==> config.mk <==
export PLATFORM = sky130hd
export DESIGN_NAME = int_to_padded_ascii_unit
export DESIGN_NICKNAME = d
export VERILOG_FILES = /design/src/rtl/itpa_pkg.sv /design/src/rtl/itpa_fifo.sv /design/src/rtl/itpa_front.sv /design/src/rtl/itpa_back.sv /design/src/rtl/int_to_padded_ascii_unit.sv
export SDC_FILE = /design/constraint.sdc
export NUM_CORES = 1
export LEC_CHECK = 0
export BUFFER_PORTS_ARGS = -buffer_cell sky130_fd_sc_hd__buf_2
export CORE_MARGIN = 2
export CORE_UTILIZATION = 35
export CTS_BUF_LIST = sky130_fd_sc_hd__clkbuf_4
export CTS_CLUSTER_SIZE = 30
export DETAILED_ROUTE_END_ITERATION = 16
export GPL_ROUTABILITY_DRIVEN = 1
export MAX_ROUTING_LAYER = met4
export PLACE_DENSITY_LB_ADDON = 0.15
export SLEW_MARGIN = 20
export SYNTH_ARGS = -nofsm -noshare
export SYNTH_HDL_FRONTEND = slang
export SYNTH_SLANG_ARGS = --single-unit
==> constraint.sdc <==
create_clock -name clk -period 5.2 [get_ports clk]
set_input_delay 0.26 -clock clk [delete_from_list [all_inputs] [get_ports clk]]
set_output_delay 0.26 -clock clk [all_outputs]
set_load 0.005 [all_outputs]
==> src/rtl/itpa_pkg.sv <==
`timescale 1ns / 1ps
// ----------------------------------------------------------------------------
// itpa_pkg
// Shared types and constants for the integer to padded ascii unit.
// ----------------------------------------------------------------------------
package itpa_pkg;

  // radix codes of the base_select register
  localparam logic [1:0] BASE_BIN = 2'd0;
  localparam logic [1:0] BASE_OCT = 2'd1;
  localparam logic [1:0] BASE_DEC = 2'd2;
  localparam logic [1:0] BASE_HEX = 2'd3;

  // configuration register indexes
  localparam logic CFG_IDX_BASE = 1'b0;
  localparam logic CFG_IDX_PAD  = 1'b1;

  localparam int CFG_DATA_W = 7;

  // character codes
  localparam logic [7:0] CH_ZERO  = 8'h30;
  localparam logic [7:0] CH_A     = 8'h41;
  localparam logic [7:0] CH_X     = 8'h78;
  localparam logic [7:0] CH_MINUS = 8'h2D;
  localparam logic [7:0] CH_SPACE = 8'h20;

  // result queue
  localparam int OUT_DEPTH = 4;
  localparam int OUT_CNT_W = $clog2(OUT_DEPTH + 1);
  localparam int OUT_W     = 9;

  // classification of one request
  typedef struct packed {
    logic       neg;
    logic [1:0] base;
  } job_ctrl_t;

  function automatic logic [7:0] digit_char(input logic [3:0] d);
    logic [7:0] c;
    if (d < 4'd10) begin
      c = CH_ZERO + {4'd0, d};
    end else begin
      c = CH_A + {4'd0, d - 4'd10};
    end
    return c;
  endfunction

endpackage

==> src/rtl/itpa_fifo.sv <==
`timescale 1ns / 1ps
// ----------------------------------------------------------------------------
// itpa_fifo
// Small register queue with occupancy count, used between the stages.
// ----------------------------------------------------------------------------
module itpa_fifo #(
  parameter int WIDTH = 8,
  parameter int DEPTH = 2
) (
  input  logic                         clk,
  input  logic                         rst_n,
  input  logic                         push,
  input  logic [WIDTH-1:0]             push_data,
  input  logic                         pop,
  output logic [WIDTH-1:0]             pop_data,
  output logic                         full,
  output logic                         empty,
  output logic [$clog2(DEPTH+1)-1:0]   count
);

  localparam int PTR_W = (DEPTH > 1) ? $clog2(DEPTH) : 1;
  localparam int CNT_W = $clog2(DEPTH + 1);

  logic [WIDTH-1:0] mem_r [DEPTH];
  logic [PTR_W-1:0] wr_ptr_r, wr_ptr_nxt;
  logic [PTR_W-1:0] rd_ptr_r, rd_ptr_nxt;
  logic [CNT_W-1:0] cnt_r, cnt_nxt;
  logic             do_push, do_pop;

  assign full     = (cnt_r == CNT_W'(DEPTH));
  assign empty    = (cnt_r == '0);
  assign count    = cnt_r;
  assign pop_data = mem_r[rd_ptr_r];
  assign do_push  = push & ~full;
  assign do_pop   = pop & ~empty;

  always_comb begin
    wr_ptr_nxt = wr_ptr_r;
    rd_ptr_nxt = rd_ptr_r;
    cnt_nxt    = cnt_r;
    if (do_push) begin
      wr_ptr_nxt = (wr_ptr_r == PTR_W'(DEPTH - 1)) ? '0 : wr_ptr_r + 1'b1;
    end
    if (do_pop) begin
      rd_ptr_nxt = (rd_ptr_r == PTR_W'(DEPTH - 1)) ? '0 : rd_ptr_r + 1'b1;
    end
    if (do_push && !do_pop) begin
      cnt_nxt = cnt_r + 1'b1;
    end else if (do_pop && !do_push) begin
      cnt_nxt = cnt_r - 1'b1;
    end
  end

  always_ff @(posedge clk) begin
    if (!rst_n) begin
      wr_ptr_r <= '0;
      rd_ptr_r <= '0;
      cnt_r    <= '0;
    end else begin
      wr_ptr_r <= wr_ptr_nxt;
      rd_ptr_r <= rd_ptr_nxt;
      cnt_r    <= cnt_nxt;
    end
  end

  always_ff @(posedge clk) begin
    if (do_push) begin
      mem_r[wr_ptr_r] <= push_data;
    end
  end

endmodule

==> src/rtl/itpa_front.sv <==
`timescale 1ns / 1ps
// ----------------------------------------------------------------------------
// itpa_front
// Configuration registers and request classification: sign, magnitude,
// radix and saturated pad width.
// ----------------------------------------------------------------------------
module itpa_front #(
  parameter int VALUE_BITS = 32,
  parameter int MAX_WIDTH  = 64
) (
  input  logic                                 clk,
  input  logic                                 rst_n,
  input  logic                                 cfg_we,
  input  logic                                 cfg_index,
  input  logic [itpa_pkg::CFG_DATA_W-1:0]      cfg_data,
  input  logic signed [VALUE_BITS-1:0]         value,
  output logic [VALUE_BITS-1:0]                job_mag,
  output itpa_pkg::job_ctrl_t                  job_ctrl,
  output logic [$clog2(MAX_WIDTH+1)-1:0]       job_width
);

  localparam int PW_W = $clog2(MAX_WIDTH + 1);

  logic [1:0]                      base_r;
  logic [itpa_pkg::CFG_DATA_W-1:0] pad_r;
  logic [VALUE_BITS-1:0]           raw;

  always_ff @(posedge clk) begin
    if (!rst_n) begin
      base_r <= itpa_pkg::BASE_DEC;
      pad_r  <= '0;
    end else if (cfg_we) begin
      case (cfg_index)
        itpa_pkg::CFG_IDX_BASE: base_r <= cfg_data[1:0];
        itpa_pkg::CFG_IDX_PAD:  pad_r  <= cfg_data;
        default: ;
      endcase
    end
  end

  assign raw = value;

  always_comb begin
    job_ctrl.neg  = raw[VALUE_BITS-1];
    job_ctrl.base = base_r;
    job_mag       = raw[VALUE_BITS-1] ? ('0 - raw) : raw;
    if (pad_r > itpa_pkg::CFG_DATA_W'(MAX_WIDTH)) begin
      job_width = PW_W'(MAX_WIDTH);
    end else begin
      job_width = PW_W'(pad_r);
    end
  end

endmodule

==> src/rtl/itpa_back.sv <==
`timescale 1ns / 1ps
// ----------------------------------------------------------------------------
// itpa_back
// Digit generation into the text store (shift-add bcd for decimal), prefix
// and sign, then padded emission into the result queue.
// ----------------------------------------------------------------------------
module itpa_back #(
  parameter int VALUE_BITS = 32,
  parameter int MAX_WIDTH  = 64
) (
  input  logic                                 clk,
  input  logic                                 rst_n,
  input  logic                                 job_valid,
  output logic                                 job_pop,
  input  logic [VALUE_BITS-1:0]                job_mag,
  input  itpa_pkg::job_ctrl_t                  job_ctrl,
  input  logic [$clog2(MAX_WIDTH+1)-1:0]       job_width,
  input  logic [itpa_pkg::OUT_CNT_W-1:0]       out_cnt,
  output logic                                 out_push,
  output logic [itpa_pkg::OUT_W-1:0]           out_data
);

  localparam int PW_W        = $clog2(MAX_WIDTH + 1);
  localparam int DEC_DIGITS  = (VALUE_BITS * 30103) / 100000 + 1;
  localparam int BCD_W       = 4 * DEC_DIGITS;
  localparam int BC_W        = $clog2(VALUE_BITS + 1);
  localparam int STORE_DEPTH = VALUE_BITS + 4;
  localparam int IDX_W       = $clog2(STORE_DEPTH);
  localparam int LEN_W       = $clog2(STORE_DEPTH + 1);
  localparam int CW          = (LEN_W > PW_W) ? LEN_W : PW_W;
  localparam int OCW         = itpa_pkg::OUT_CNT_W + 1;

  localparam logic [2:0] S_IDLE = 3'd0;
  localparam logic [2:0] S_BCD  = 3'd1;
  localparam logic [2:0] S_DIG  = 3'd2;
  localparam logic [2:0] S_HX   = 3'd3;
  localparam logic [2:0] S_ZR   = 3'd4;
  localparam logic [2:0] S_SGN  = 3'd5;
  localparam logic [2:0] S_SET  = 3'd6;
  localparam logic [2:0] S_EMIT = 3'd7;

  logic [2:0]       st_r, st_nxt;
  logic [BCD_W-1:0] work_r, work_nxt;
  logic [BCD_W-1:0] bcd_r, bcd_nxt;
  logic [BC_W-1:0]  cnt_r, cnt_nxt;
  logic [LEN_W-1:0] len_r, len_nxt;
  logic             neg_r, neg_nxt;
  logic [1:0]       base_r, base_nxt;
  logic [PW_W-1:0]  width_r, width_nxt;
  logic [CW-1:0]    emit_left_r, emit_left_nxt;
  logic [CW-1:0]    pad_left_r, pad_left_nxt;
  logic [IDX_W-1:0] rd_idx_r, rd_idx_nxt;
  logic             p_vld_r, p_pad_r, p_last_r;
  logic [7:0]       rdata_r;

  logic [7:0]       store_mem [STORE_DEPTH];
  logic             st_we;
  logic [7:0]       st_wdata;

  logic [BCD_W-1:0] bcd_adj, bcd_shift, work_shift;
  logic [3:0]       digit;
  logic [CW-1:0]    len_x, w_x, tot, pad;
  logic             issue, issue_pad;
  logic [OCW-1:0]   occ;

  // shift-add-3 step
  always_comb begin
    for (int i = 0; i < DEC_DIGITS; i++) begin
      bcd_adj[4*i +: 4] = (bcd_r[4*i +: 4] >= 4'd5) ? bcd_r[4*i +: 4] + 4'd3
                                                     : bcd_r[4*i +: 4];
    end
    bcd_shift = {bcd_adj[BCD_W-2:0], work_r[VALUE_BITS-1]};
  end

  always_comb begin
    case (base_r)
      itpa_pkg::BASE_BIN: begin
        digit      = {3'd0, work_r[0]};
        work_shift = work_r >> 1;
      end
      itpa_pkg::BASE_OCT: begin
        digit      = {1'b0, work_r[2:0]};
        work_shift = work_r >> 3;
      end
      default: begin
        digit      = work_r[3:0];
        work_shift = work_r >> 4;
      end
    endcase
  end

  always_comb begin
    len_x = CW'(len_r);
    w_x   = CW'(width_r);
    tot   = (len_x > w_x) ? len_x : w_x;
    if (tot > CW'(MAX_WIDTH)) begin
      tot = CW'(MAX_WIDTH);
    end
    pad = (tot > len_x) ? tot - len_x : '0;
  end

  assign occ       = OCW'(out_cnt) + OCW'(p_vld_r);
  assign issue     = (st_r == S_EMIT) && (occ < OCW'(itpa_pkg::OUT_DEPTH));
  assign issue_pad = (pad_left_r != '0);

  always_comb begin
    st_nxt        = st_r;
    work_nxt      = work_r;
    bcd_nxt       = bcd_r;
    cnt_nxt       = cnt_r;
    len_nxt       = len_r;
    neg_nxt       = neg_r;
    base_nxt      = base_r;
    width_nxt     = width_r;
    emit_left_nxt = emit_left_r;
    pad_left_nxt  = pad_left_r;
    rd_idx_nxt    = rd_idx_r;
    job_pop       = 1'b0;
    st_we         = 1'b0;
    st_wdata      = itpa_pkg::CH_ZERO;
    case (st_r)
      S_IDLE: begin
        if (job_valid) begin
          job_pop   = 1'b1;
          work_nxt  = BCD_W'(job_mag);
          bcd_nxt   = '0;
          cnt_nxt   = '0;
          len_nxt   = '0;
          neg_nxt   = job_ctrl.neg;
          base_nxt  = job_ctrl.base;
          width_nxt = job_width;
          st_nxt    = (job_ctrl.base == itpa_pkg::BASE_DEC) ? S_BCD : S_DIG;
        end
      end
      S_BCD: begin
        bcd_nxt  = bcd_shift;
        work_nxt = work_r << 1;
        cnt_nxt  = cnt_r + 1'b1;
        if (cnt_r == BC_W'(VALUE_BITS - 1)) begin
          work_nxt = bcd_shift;
          st_nxt   = S_DIG;
        end
      end
      S_DIG: begin
        st_we    = 1'b1;
        st_wdata = itpa_pkg::digit_char(digit);
        len_nxt  = len_r + 1'b1;
        work_nxt = work_shift;
        if (work_shift == '0) begin
          case (base_r)
            itpa_pkg::BASE_HEX: st_nxt = S_HX;
            itpa_pkg::BASE_OCT: st_nxt = S_ZR;
            default:            st_nxt = S_SGN;
          endcase
        end
      end
      S_HX: begin
        st_we    = 1'b1;
        st_wdata = itpa_pkg::CH_X;
        len_nxt  = len_r + 1'b1;
        st_nxt   = S_ZR;
      end
      S_ZR: begin
        st_we    = 1'b1;
        st_wdata = itpa_pkg::CH_ZERO;
        len_nxt  = len_r + 1'b1;
        st_nxt   = S_SGN;
      end
      S_SGN: begin
        if (neg_r) begin
          st_we    = 1'b1;
          st_wdata = itpa_pkg::CH_MINUS;
          len_nxt  = len_r + 1'b1;
        end
        st_nxt = S_SET;
      end
      S_SET: begin
        emit_left_nxt = tot;
        pad_left_nxt  = pad;
        rd_idx_nxt    = IDX_W'(len_r - 1'b1);
        st_nxt        = S_EMIT;
      end
      S_EMIT: begin
        if (issue) begin
          if (issue_pad) begin
            pad_left_nxt = pad_left_r - 1'b1;
          end else begin
            rd_idx_nxt = rd_idx_r - 1'b1;
          end
          emit_left_nxt = emit_left_r - 1'b1;
          if (emit_left_r == CW'(1)) begin
            st_nxt = S_IDLE;
          end
        end
      end
      default: st_nxt = S_IDLE;
    endcase
  end

  always_ff @(posedge clk) begin
    if (!rst_n) begin
      st_r        <= S_IDLE;
      p_vld_r     <= 1'b0;
      emit_left_r <= '0;
      pad_left_r  <= '0;
    end else begin
      st_r        <= st_nxt;
      p_vld_r     <= issue;
      emit_left_r <= emit_left_nxt;
      pad_left_r  <= pad_left_nxt;
    end
  end

  always_ff @(posedge clk) begin
    work_r   <= work_nxt;
    bcd_r    <= bcd_nxt;
    cnt_r    <= cnt_nxt;
    len_r    <= len_nxt;
    neg_r    <= neg_nxt;
    base_r   <= base_nxt;
    width_r  <= width_nxt;
    rd_idx_r <= rd_idx_nxt;
    if (issue) begin
      p_pad_r  <= issue_pad;
      p_last_r <= (emit_left_r == CW'(1));
    end
  end

  // text store, reverse order
  always_ff @(posedge clk) begin
    if (st_we) begin
      store_mem[len_r[IDX_W-1:0]] <= st_wdata;
    end
    if (issue && !issue_pad) begin
      rdata_r <= store_mem[rd_idx_r];
    end
  end

  assign out_push = p_vld_r;
  assign out_data = {(p_pad_r ? itpa_pkg::CH_SPACE : rdata_r), p_last_r};

endmodule

==> src/rtl/int_to_padded_ascii_unit.sv <==
`timescale 1ns / 1ps
// ----------------------------------------------------------------------------
// int_to_padded_ascii_unit
// Signed integer to right-justified ascii text in base 2, 8, 10 or 16.
//
// Input request: in_value is taken when in_push is high and in_full is low;
// a two-entry queue sits behind the input, so up to two values wait while
// one is being converted. Results: one character per queue entry on
// out_char_code, out_last_char marking the final one; a result is taken when
// out_pop is high and out_empty is low, and a four-entry result queue holds
// characters while the receiver stalls, the converter pausing when it fills.
// Configuration (base_select index 0, pad_width index 1) via cfg_we.
// Per value: a start step, then for decimal shift-add bcd over all VALUE_BITS
// input bits, then the digits (produced one a cycle by shifting), up to three
// steps for prefix and sign, one to size the padding, then one character a
// cycle out of the text store (one read port) while the result queue has
// room, through the read register and the result queue to the result ports;
// from then on one character a cycle while the receiver keeps up.
// Reset (synchronous, rst_n low) empties both queues and sets decimal radix
// with no padding; the text store needs no clearing.
// ----------------------------------------------------------------------------
module int_to_padded_ascii_unit #(
  parameter int MAX_WIDTH  = 64,
  parameter int VALUE_BITS = 32
) (
  input  logic                               clk,
  input  logic                               rst_n,
  input  logic                               in_push,
  output logic                               in_full,
  input  logic signed [VALUE_BITS-1:0]       in_value,
  output logic                               out_empty,
  input  logic                               out_pop,
  output logic [7:0]                         out_char_code,
  output logic                               out_last_char,
  input  logic                               cfg_we,
  input  logic                               cfg_index,
  input  logic [itpa_pkg::CFG_DATA_W-1:0]    cfg_data
);

  localparam int PW_W  = $clog2(MAX_WIDTH + 1);
  localparam int JOB_W = VALUE_BITS + 3 + PW_W;
  localparam int JQ_DEPTH = 2;

  logic [VALUE_BITS-1:0]            f_mag, b_mag;
  itpa_pkg::job_ctrl_t              f_ctrl, b_ctrl;
  logic [PW_W-1:0]                  f_width, b_width;
  logic [JOB_W-1:0]                 jq_wdata, jq_rdata;
  logic                             jq_empty, jq_pop;
  logic [$clog2(JQ_DEPTH+1)-1:0]    jq_cnt;
  logic                             oq_push, oq_full;
  logic [itpa_pkg::OUT_W-1:0]       oq_wdata, oq_rdata;
  logic [itpa_pkg::OUT_CNT_W-1:0]   oq_cnt;

  itpa_front #(
    .VALUE_BITS (VALUE_BITS),
    .MAX_WIDTH  (MAX_WIDTH)
  ) u_front (
    .clk       (clk),
    .rst_n     (rst_n),
    .cfg_we    (cfg_we),
    .cfg_index (cfg_index),
    .cfg_data  (cfg_data),
    .value     (in_value),
    .job_mag   (f_mag),
    .job_ctrl  (f_ctrl),
    .job_width (f_width)
  );

  assign jq_wdata = {f_mag, f_ctrl, f_width};

  itpa_fifo #(
    .WIDTH (JOB_W),
    .DEPTH (JQ_DEPTH)
  ) u_job_q (
    .clk       (clk),
    .rst_n     (rst_n),
    .push      (in_push),
    .push_data (jq_wdata),
    .pop       (jq_pop),
    .pop_data  (jq_rdata),
    .full      (in_full),
    .empty     (jq_empty),
    .count     (jq_cnt)
  );

  assign {b_mag, b_ctrl, b_width} = jq_rdata;

  itpa_back #(
    .VALUE_BITS (VALUE_BITS),
    .MAX_WIDTH  (MAX_WIDTH)
  ) u_back (
    .clk       (clk),
    .rst_n     (rst_n),
    .job_valid (!jq_empty && (jq_cnt != '0)),
    .job_pop   (jq_pop),
    .job_mag   (b_mag),
    .job_ctrl  (b_ctrl),
    .job_width (b_width),
    .out_cnt   (oq_cnt),
    .out_push  (oq_push),
    .out_data  (oq_wdata)
  );

  itpa_fifo #(
    .WIDTH (itpa_pkg::OUT_W),
    .DEPTH (itpa_pkg::OUT_DEPTH)
  ) u_out_q (
    .clk       (clk),
    .rst_n     (rst_n),
    .push      (oq_push),
    .push_data (oq_wdata),
    .pop       (out_pop),
    .pop_data  (oq_rdata),
    .full      (oq_full),
    .empty     (out_empty),
    .count     (oq_cnt)
  );

  assign out_char_code = oq_rdata[itpa_pkg::OUT_W-1:1];
  assign out_last_char = oq_rdata[0] & ~oq_full | oq_rdata[0];

endmodule
## Yosys cells after proc, flatten, opt, wreduce, memory -nomap -nowiden

Memories as Yosys holds them, arrays and structs flattened. A register that Yosys moved wholly into a read port is not among the register bits.
Index checks and enable logic that the tools add are counted.
W data, S select, Z words.

| word-level totals | value |
|---|---|
| output and inout port bits | 11 |
| memories kept | 3 |
| bits in writable memories | 408 |
| register bits after elaboration | 148 |

Memory list:

| name | words | width | rd ports | clocked after memory_dff | wr ports | line | text |
|---|---|---|---|---|---|---|---|
| u_back.store_mem | 36 | 8 | 1 | 1 | 1 | itpa_back.sv:56 | `logic [7:0] store_mem [STORE_DEPTH];` |
| u_job_q.mem_r | 2 | 42 | 1 | 1 | 1 | itpa_fifo.sv:24 | `logic [WIDTH-1:0] mem_r [DEPTH];` |
| u_out_q.mem_r | 4 | 9 | 1 | 1 | 1 | itpa_fifo.sv:24 |  |

| cells by class | value |
|---|---|
| bitwise gates (word level) | 11 |
| reductions and logical operators | 37 |
| eq/ne operators | 24 |
| order comparisons | 16 |
| add/sub/neg operators | 30 |
| multiplexer cells | 68 |

Operators with widths:

| kind | count |
|---|---|
| $mux W40 | 3 |
| $pmux W40 S3 | 1 |
| $pmux W40 S2 | 1 |
| $pmux W39 S2 | 1 |
| $mux W7 | 7 |
| $ge A4 B3 Y1 const B | 10 |
| $logic_not A40 Y1 | 1 |
| $add A4 B2 Y4 const B | 9 |
| $mux W4 | 9 |
| $mux W32 | 1 |
| $sub A1 B32 Y32 const A | 1 |
| $pmux W7 S2 | 2 |
| $mux W3 | 8 |
| $mux W6 | 4 |
| $pmux W3 S8 | 1 |
| $pmux W6 S2 | 2 |
| $pmux W8 S3 | 1 |
| $pmux W6 S3 | 1 |
| $mux W8 | 2 |
| $eq A3 B3 Y1 const B | 5 |
| $gt A7 B7 Y1 const B | 2 |
| $mux W2 | 7 |
| $sub A7 B1 Y7 const B | 2 |
| $mux W1 | 13 |
| other kinds (43) | 92 |

## Longest topological paths before layout

| logic depth | value |
|---|---|
| depth after elaboration | 9 |
| mapped depth | 16 |
| depth with buffers taken out | 16 |

## Modules after synthesis

From an unflattened synthesis, not the netlist that was laid out.

| unflattened totals | value |
|---|---|
| cells, all modules | 1722 |
| area, all modules | 24559.8 um2 |

Modules (own cells, without submodules):

| module | sequential area each (um2) | cells each | area each (um2) | instances |
|---|---|---|---|---|
| itpa_back | 11441.0 | 1326 | 18412.7 | 1 |
| itpa_fifo (u_job_q) | 2622.5 | 156 | 3254.4 | 1 |
| itpa_fifo (u_out_q) | 1261.2 | 98 | 1773.0 | 1 |
| itpa_front | 180.2 | 140 | 1106.1 | 1 |
| int_to_padded_ascii_unit | 0.0 | 2 | 13.8 | 1 |

## Worst setup path after synthesis

No wires, ideal clock.

| timing path | value |
|---|---|
| kind | flip-flop to flip-flop |
| from | register u_back.st_r[1] |
| to | register u_back.work_r[0] (enable) |
| setup time | 495 ps |
| arrival | 3887 ps |
| path slack | 817 ps |
| cell stages (with the launch flop) | 5 |
| clock period less this slack | 4383 ps |
| data required time | 4705 ps |
| buffers on the path | 1 |
| path through | dfxtp_1 -> clkbuf_1 -> nor3_1 -> nor3b_1 -> nor3b_1 |

| on the way | value |
|---|---|
| word-level cells in the longest chain between the ends | 3 |
| elaborated cells between the ends (all ways) | 6 |
| those cells by class | eq/ne (3); reduce/logical (3) |

RTL lines:

| element | line | text |
|---|---|---|
| from (decl) | itpa_back.sv:42 | `logic [2:0] st_r, st_nxt;` |
| from (signal assigned) | itpa_back.sv:207 | `st_r <= st_nxt;` |
| $eq A3 B1 Y1 (tied with other cells) | itpa_back.sv:121 | `case (st_r)` |
| $reduce_bool A3 Y1 (no line) or $ne A2 B1 Y1 (tied branches) | -- |  |
| $reduce_and A2 Y1 (no line) (*) | -- |  |
| to (signal assigned) | itpa_back.sv:215 | `work_r <= work_nxt;` |
| to (decl) | itpa_back.sv:43 | `logic [BCD_W-1:0] work_r, work_nxt;` |

Mark *: on every way between the ends. The rest lies on a longest branch, timed or not.
A chain may end at the register's enable or synchronous reset.

## Final worst setup path

| timing path | value |
|---|---|
| from | register u_back.len_r[1] |
| to | register u_back.pad_left_r[6] |

| on the way | value |
|---|---|
| word-level cells in the longest chain between the ends | 7 |
| elaborated cells between the ends (all ways) | 8 |
| those cells by class | add/sub (1); order compare (3); mux (4) |

RTL lines:

| element | line | text |
|---|---|---|
| from (decl) | itpa_back.sv:46 | `logic [LEN_W-1:0] len_r, len_nxt;` |
| from (signal assigned) | itpa_back.sv:218 | `len_r <= len_nxt;` |
| $gt A6 B7 Y1 | itpa_back.sv:95 | `tot = (len_x > w_x) ? len_x : w_x;` |
| $mux W7 | itpa_back.sv:95 |  |
| $gt A7 B7 Y1 | itpa_back.sv:96 | `if (tot > CW'(MAX_WIDTH)) begin` |
| $mux W7 | itpa_back.sv:96 |  |
| $sub A7 B6 Y7 or $gt A7 B6 Y1 (tied branches) | itpa_back.sv:99 | `pad = (tot > len_x) ? tot - len_x : '0;` |
| $mux W7 (*) | itpa_back.sv:99 |  |
| $pmux W7 S2 (*) | itpa_back.sv:121 |  |
| to (signal assigned) | itpa_back.sv:210 | `pad_left_r <= pad_left_nxt;` |
| to (decl) | itpa_back.sv:51 | `logic [CW-1:0] pad_left_r, pad_left_nxt;` |

Marked as above.

==> impl_metrics.ini <==
[floorplanning]
dieWidth_microns = 267
num_rows = 96
ios = 56
die-area_sq_mm = 0.0712
die_y_microns = 267
initial_utilization = 0.353
core_sq_mm = 0.0685

[worst_setup_path]
cp_slowest_cell = edfxtp_1
critPathKind = register to register
cp.required_ns = 6.09
setup.worst_path.start = u_back.len_r[1]$_SDFFCE_PN0P_
r2r-start = u_back.len_r[1]$_SDFFCE_PN0P_
path_cells = ha_1 > nor2b_1 > o21a_1 > o21a_1 > o21ai_2 > a41oi_1 > or2_2 > ha_1 > nor2b_1 > o21a_1 > o21ai_0 > a21oi_1 > nor4b_1 > o311a_1
reg2reg_slack_ns = 1.14
critPathMaxStageDelay_ns = 0.52
cp-endpoint = u_back.pad_left_r[6]$_SDFFE_PN0P_
worstPathMaxFanout = 8
endpoint_kind = register
rr_worst_depth = 14
r2r_end = u_back.pad_left_r[6]$_SDFFE_PN0P_
arrival_ns = 4.95
path_common_cell = o21a_1
setup.worst_path.start_class = register

[routing]
drc = 0
drt-vias-per-instance = 5.18
wl_per_cell_microns = 19.6
first_iter_violations = 1130
dr.pass1.iters = 5
ant_nets = 0
drt_wl_total_microns = 56900
dr_total_vias = 15000

[final_layout]
final_layout_size_suffix_gt1_frac = 0.237
synthToLayoutAreaGrowth_pct = 17.0
final_core_util = 0.413
nets = 2007

[timing]
max_slew_margin = 0.296
min_period_ns = 4.06
tns_ns = 0
setup_viol = 0
skew_ns = 0.0742
hold_violations = 0
finalCritPeriodShare = 0.780
finalMaxSlewViolations = 0
max_slew.worst_pin.slew_ns = 1.05
fmax_mhz = 247
rsz0062_at_grt = false

[global_routing]
grt_antenna_before_repair = 2
grt_pass1_vias = 15500
overflow = 0
grt_max_degree = 47
gr-usage-all-layers = 0.169
grt_first_pass_wirelength_microns = 89000

[clock_network]
cts-htree-levels = 4
clk_pin_slew_ns = 0.06
cts_tree = done
cts_buffers = 149
clock-root-buffer = clkbuf_4
clk_path_buf_depth = 3
cts_num_sinks = 526
postCtsResizedCells = 0
clk_latency_ns = 0.99

[logic_synthesis]
async_reset_ff_frac = 0
synth_fp_nets = 1775
synth_top_area_cell = edfxtp_1
synth.top_cell.area_share = 0.603
synth-edff-count = 485
synth_area_leaders = edfxtp_1, mux4_2, mux2i_1, dfxtp_1, ha_1
yosys_register_bits = 526
yosysUniqueCellTypes = 67
synth_ff_type = edfxtp_1
synth_warnings = 0
ys_seq_area_frac = 0.637
syn_area_sq_mm = 0.0242
avgSynthCellArea_sq_um = 14.4
syn_inst = 1678

[power]
peakVddDrop_uv = 441
p_leak_nw = 9.82
power_density_mw_per_mm2 = 524

[run_status]
status = complete, no violations

[placement]
place_congestion = 0.787
portBuffers = 54
hpwl_microns = 37000

[run]
max_cap_violations = 0

[min_path]
hold_class = primary input to register
[cell usage in the layout (no fill, tap or decap), types with 52 or more instances in the layout]
master and n:
nor2_1 123, dlygate4sd3_1 81, mux4_2 85, buf_2 54
clkbuf_4 225, inv_1 52, o21ai_0 65, mux2i_1 88
a21oi_1 62, nand2_1 102, edfxtp_1 485
[stage by stage]
step / power (mW) / hold WS, ns / setup slack [ns] / cell area, sq um / cells
global route: 15.8 / 0.0842 / 0.761 / 28300 / 2902
global placement: 10.9 / 0.447 / 1.27 / 25500 / 2558
floorplan: 9.53 / 0.359 / 0.817 / 24200 / 1678
finish: 14.8 / 0.179 / 1.14 / 28300 / 2905
detailed placement: 11.0 / 0.447 / 1.19 / 25500 / 2559
CTS: 15.0 / 0.0467 / 1.15 / 28200 / 2900
[Yosys cell counts, types with 5 or more instances]
cell type	instances
nand2_1	103
a211oi_1	11
ha_1	50
edfxtp_1	485
nor2b_1	29
nand3_1	29
mux2_2	41
nor2_1	127
a21o_1	6
nand2b_1	19
o31ai_1	11
and2_1	6
buf_1	10
xor2_1	23
dfxtp_1	41
o211ai_1	10
mux2i_1	88
nand4_1	11
o221ai_1	28
xnor2_1	49
nor4_1	9
a31oi_1	5
or3_1	6
inv_1	52
a21oi_1	63
buf_2	14
mux4_2	85
o21a_1	8
clkbuf_1	57
and3_1	10
o22ai_1	42
nor3_1	29
o21ai_0	67
[where the power goes]
part / switching (mW) / internal, mW / total, mW
clock network: 1.79 / 2.09 / 3.87
registers: 0.605 / 5.78 / 6.38
logic: 2.81 / 1.74 / 4.56
total: 5.21 / 9.61 / 14.8
[per-layer routing]
| layer | part of all wire | vias to the layer above | GRT usage |
|---|---|---|---|
| met5 | 0 | - | - |
| met4 | 0.017 | 0 | 0.0550 |
| met3 | 0.058 | 88 | 0.0495 |
| met2 | 0.45 | 407 | 0.245 |
| met1 | 0.48 | 7455 | 0.229 |
| li1 | - | 7089 | - |
[sequential cells by signal, indices dropped and copies added (netlist names), 3 cells and up, named ones only]
signal              flops
u_back.w_x              7
u_back.bcd_r           40
u_out_q.mem_r          32
u_front.pad_r           7
u_out_q.count           3
u_back.store_mem      252
u_back.work_r          40
u_back.emit_left_r      7
u_back.cnt_r            6
u_back.rd_idx_r         6
u_back.pad_left_r       7
u_back.len_r            6
u_back.st_r             3
u_job_q.mem_r          84
u_back.rdata_r          7
[how the worst min path moves through the flow]
stage                     cells past startpoint  slack, ns                        endpoint                      startpoint
after floorplan                               0       0.36  u_job_q.mem_r[0][10]$_DFFE_PP_                     in_value[0]
after global placement                        0       0.45   u_job_q.mem_r[1][7]$_DFFE_PP_  u_front.base_r[0]$_SDFFE_PN0P_
after detailed placement                      2       0.45   u_front.pad_r[4]$_SDFFE_PN0P_   u_front.pad_r[4]$_SDFFE_PN0P_
after CTS                                     3       0.05  u_job_q.mem_r[1][39]$_DFFE_PP_                    in_value[29]
after global routing                          3       0.08  u_job_q.mem_r[1][39]$_DFFE_PP_                    in_value[29]
final                                         3       0.18  u_job_q.mem_r[1][39]$_DFFE_PP_                    in_value[29]
[kinds of logic (layout without fill, tap and decap cells)]
family	Yosys count	after routing	share of synthesized area
AOI/OAI and AO/OA	279	279	0.0746
muxes	214	214	0.135
buffers and inverters	137	478	0.0223
xor gates and xnor gates	72	72	0.0261
other	1	5	0.000155
DFF	526	526	0.637
and+or+nand+nor	397	397	0.0777
adders and majority gates	52	52	0.0275
[layout make-up]
type | instances | area (sq um)
diodes | 4 | 10.0
clock buffers | 225 | 1690
clock inverters | 35 | 246
fillers | 6331 | 40200
inverters | 54 | 203
multi-input cells | 1015 | 8280
flip-flops and latches | 526 | 15400
well taps | 882 | 1100
repair buffers | 164 | 1350
[timing repair]
action	in CTS	in global routing
hold buffers	81	0
buffers inserted	0	0
endpoints found under the hold margin	107	0
[worst max-delay path: cells and delay by family (launching register included)]
family / cells / cell delay, ns
simple gates: 4 / 0.94
fa+ha+maj: 2 / 0.55
flops: 1 / 0.52
compound gates: 8 / 1.96
(Power assumes the default switching activity.)
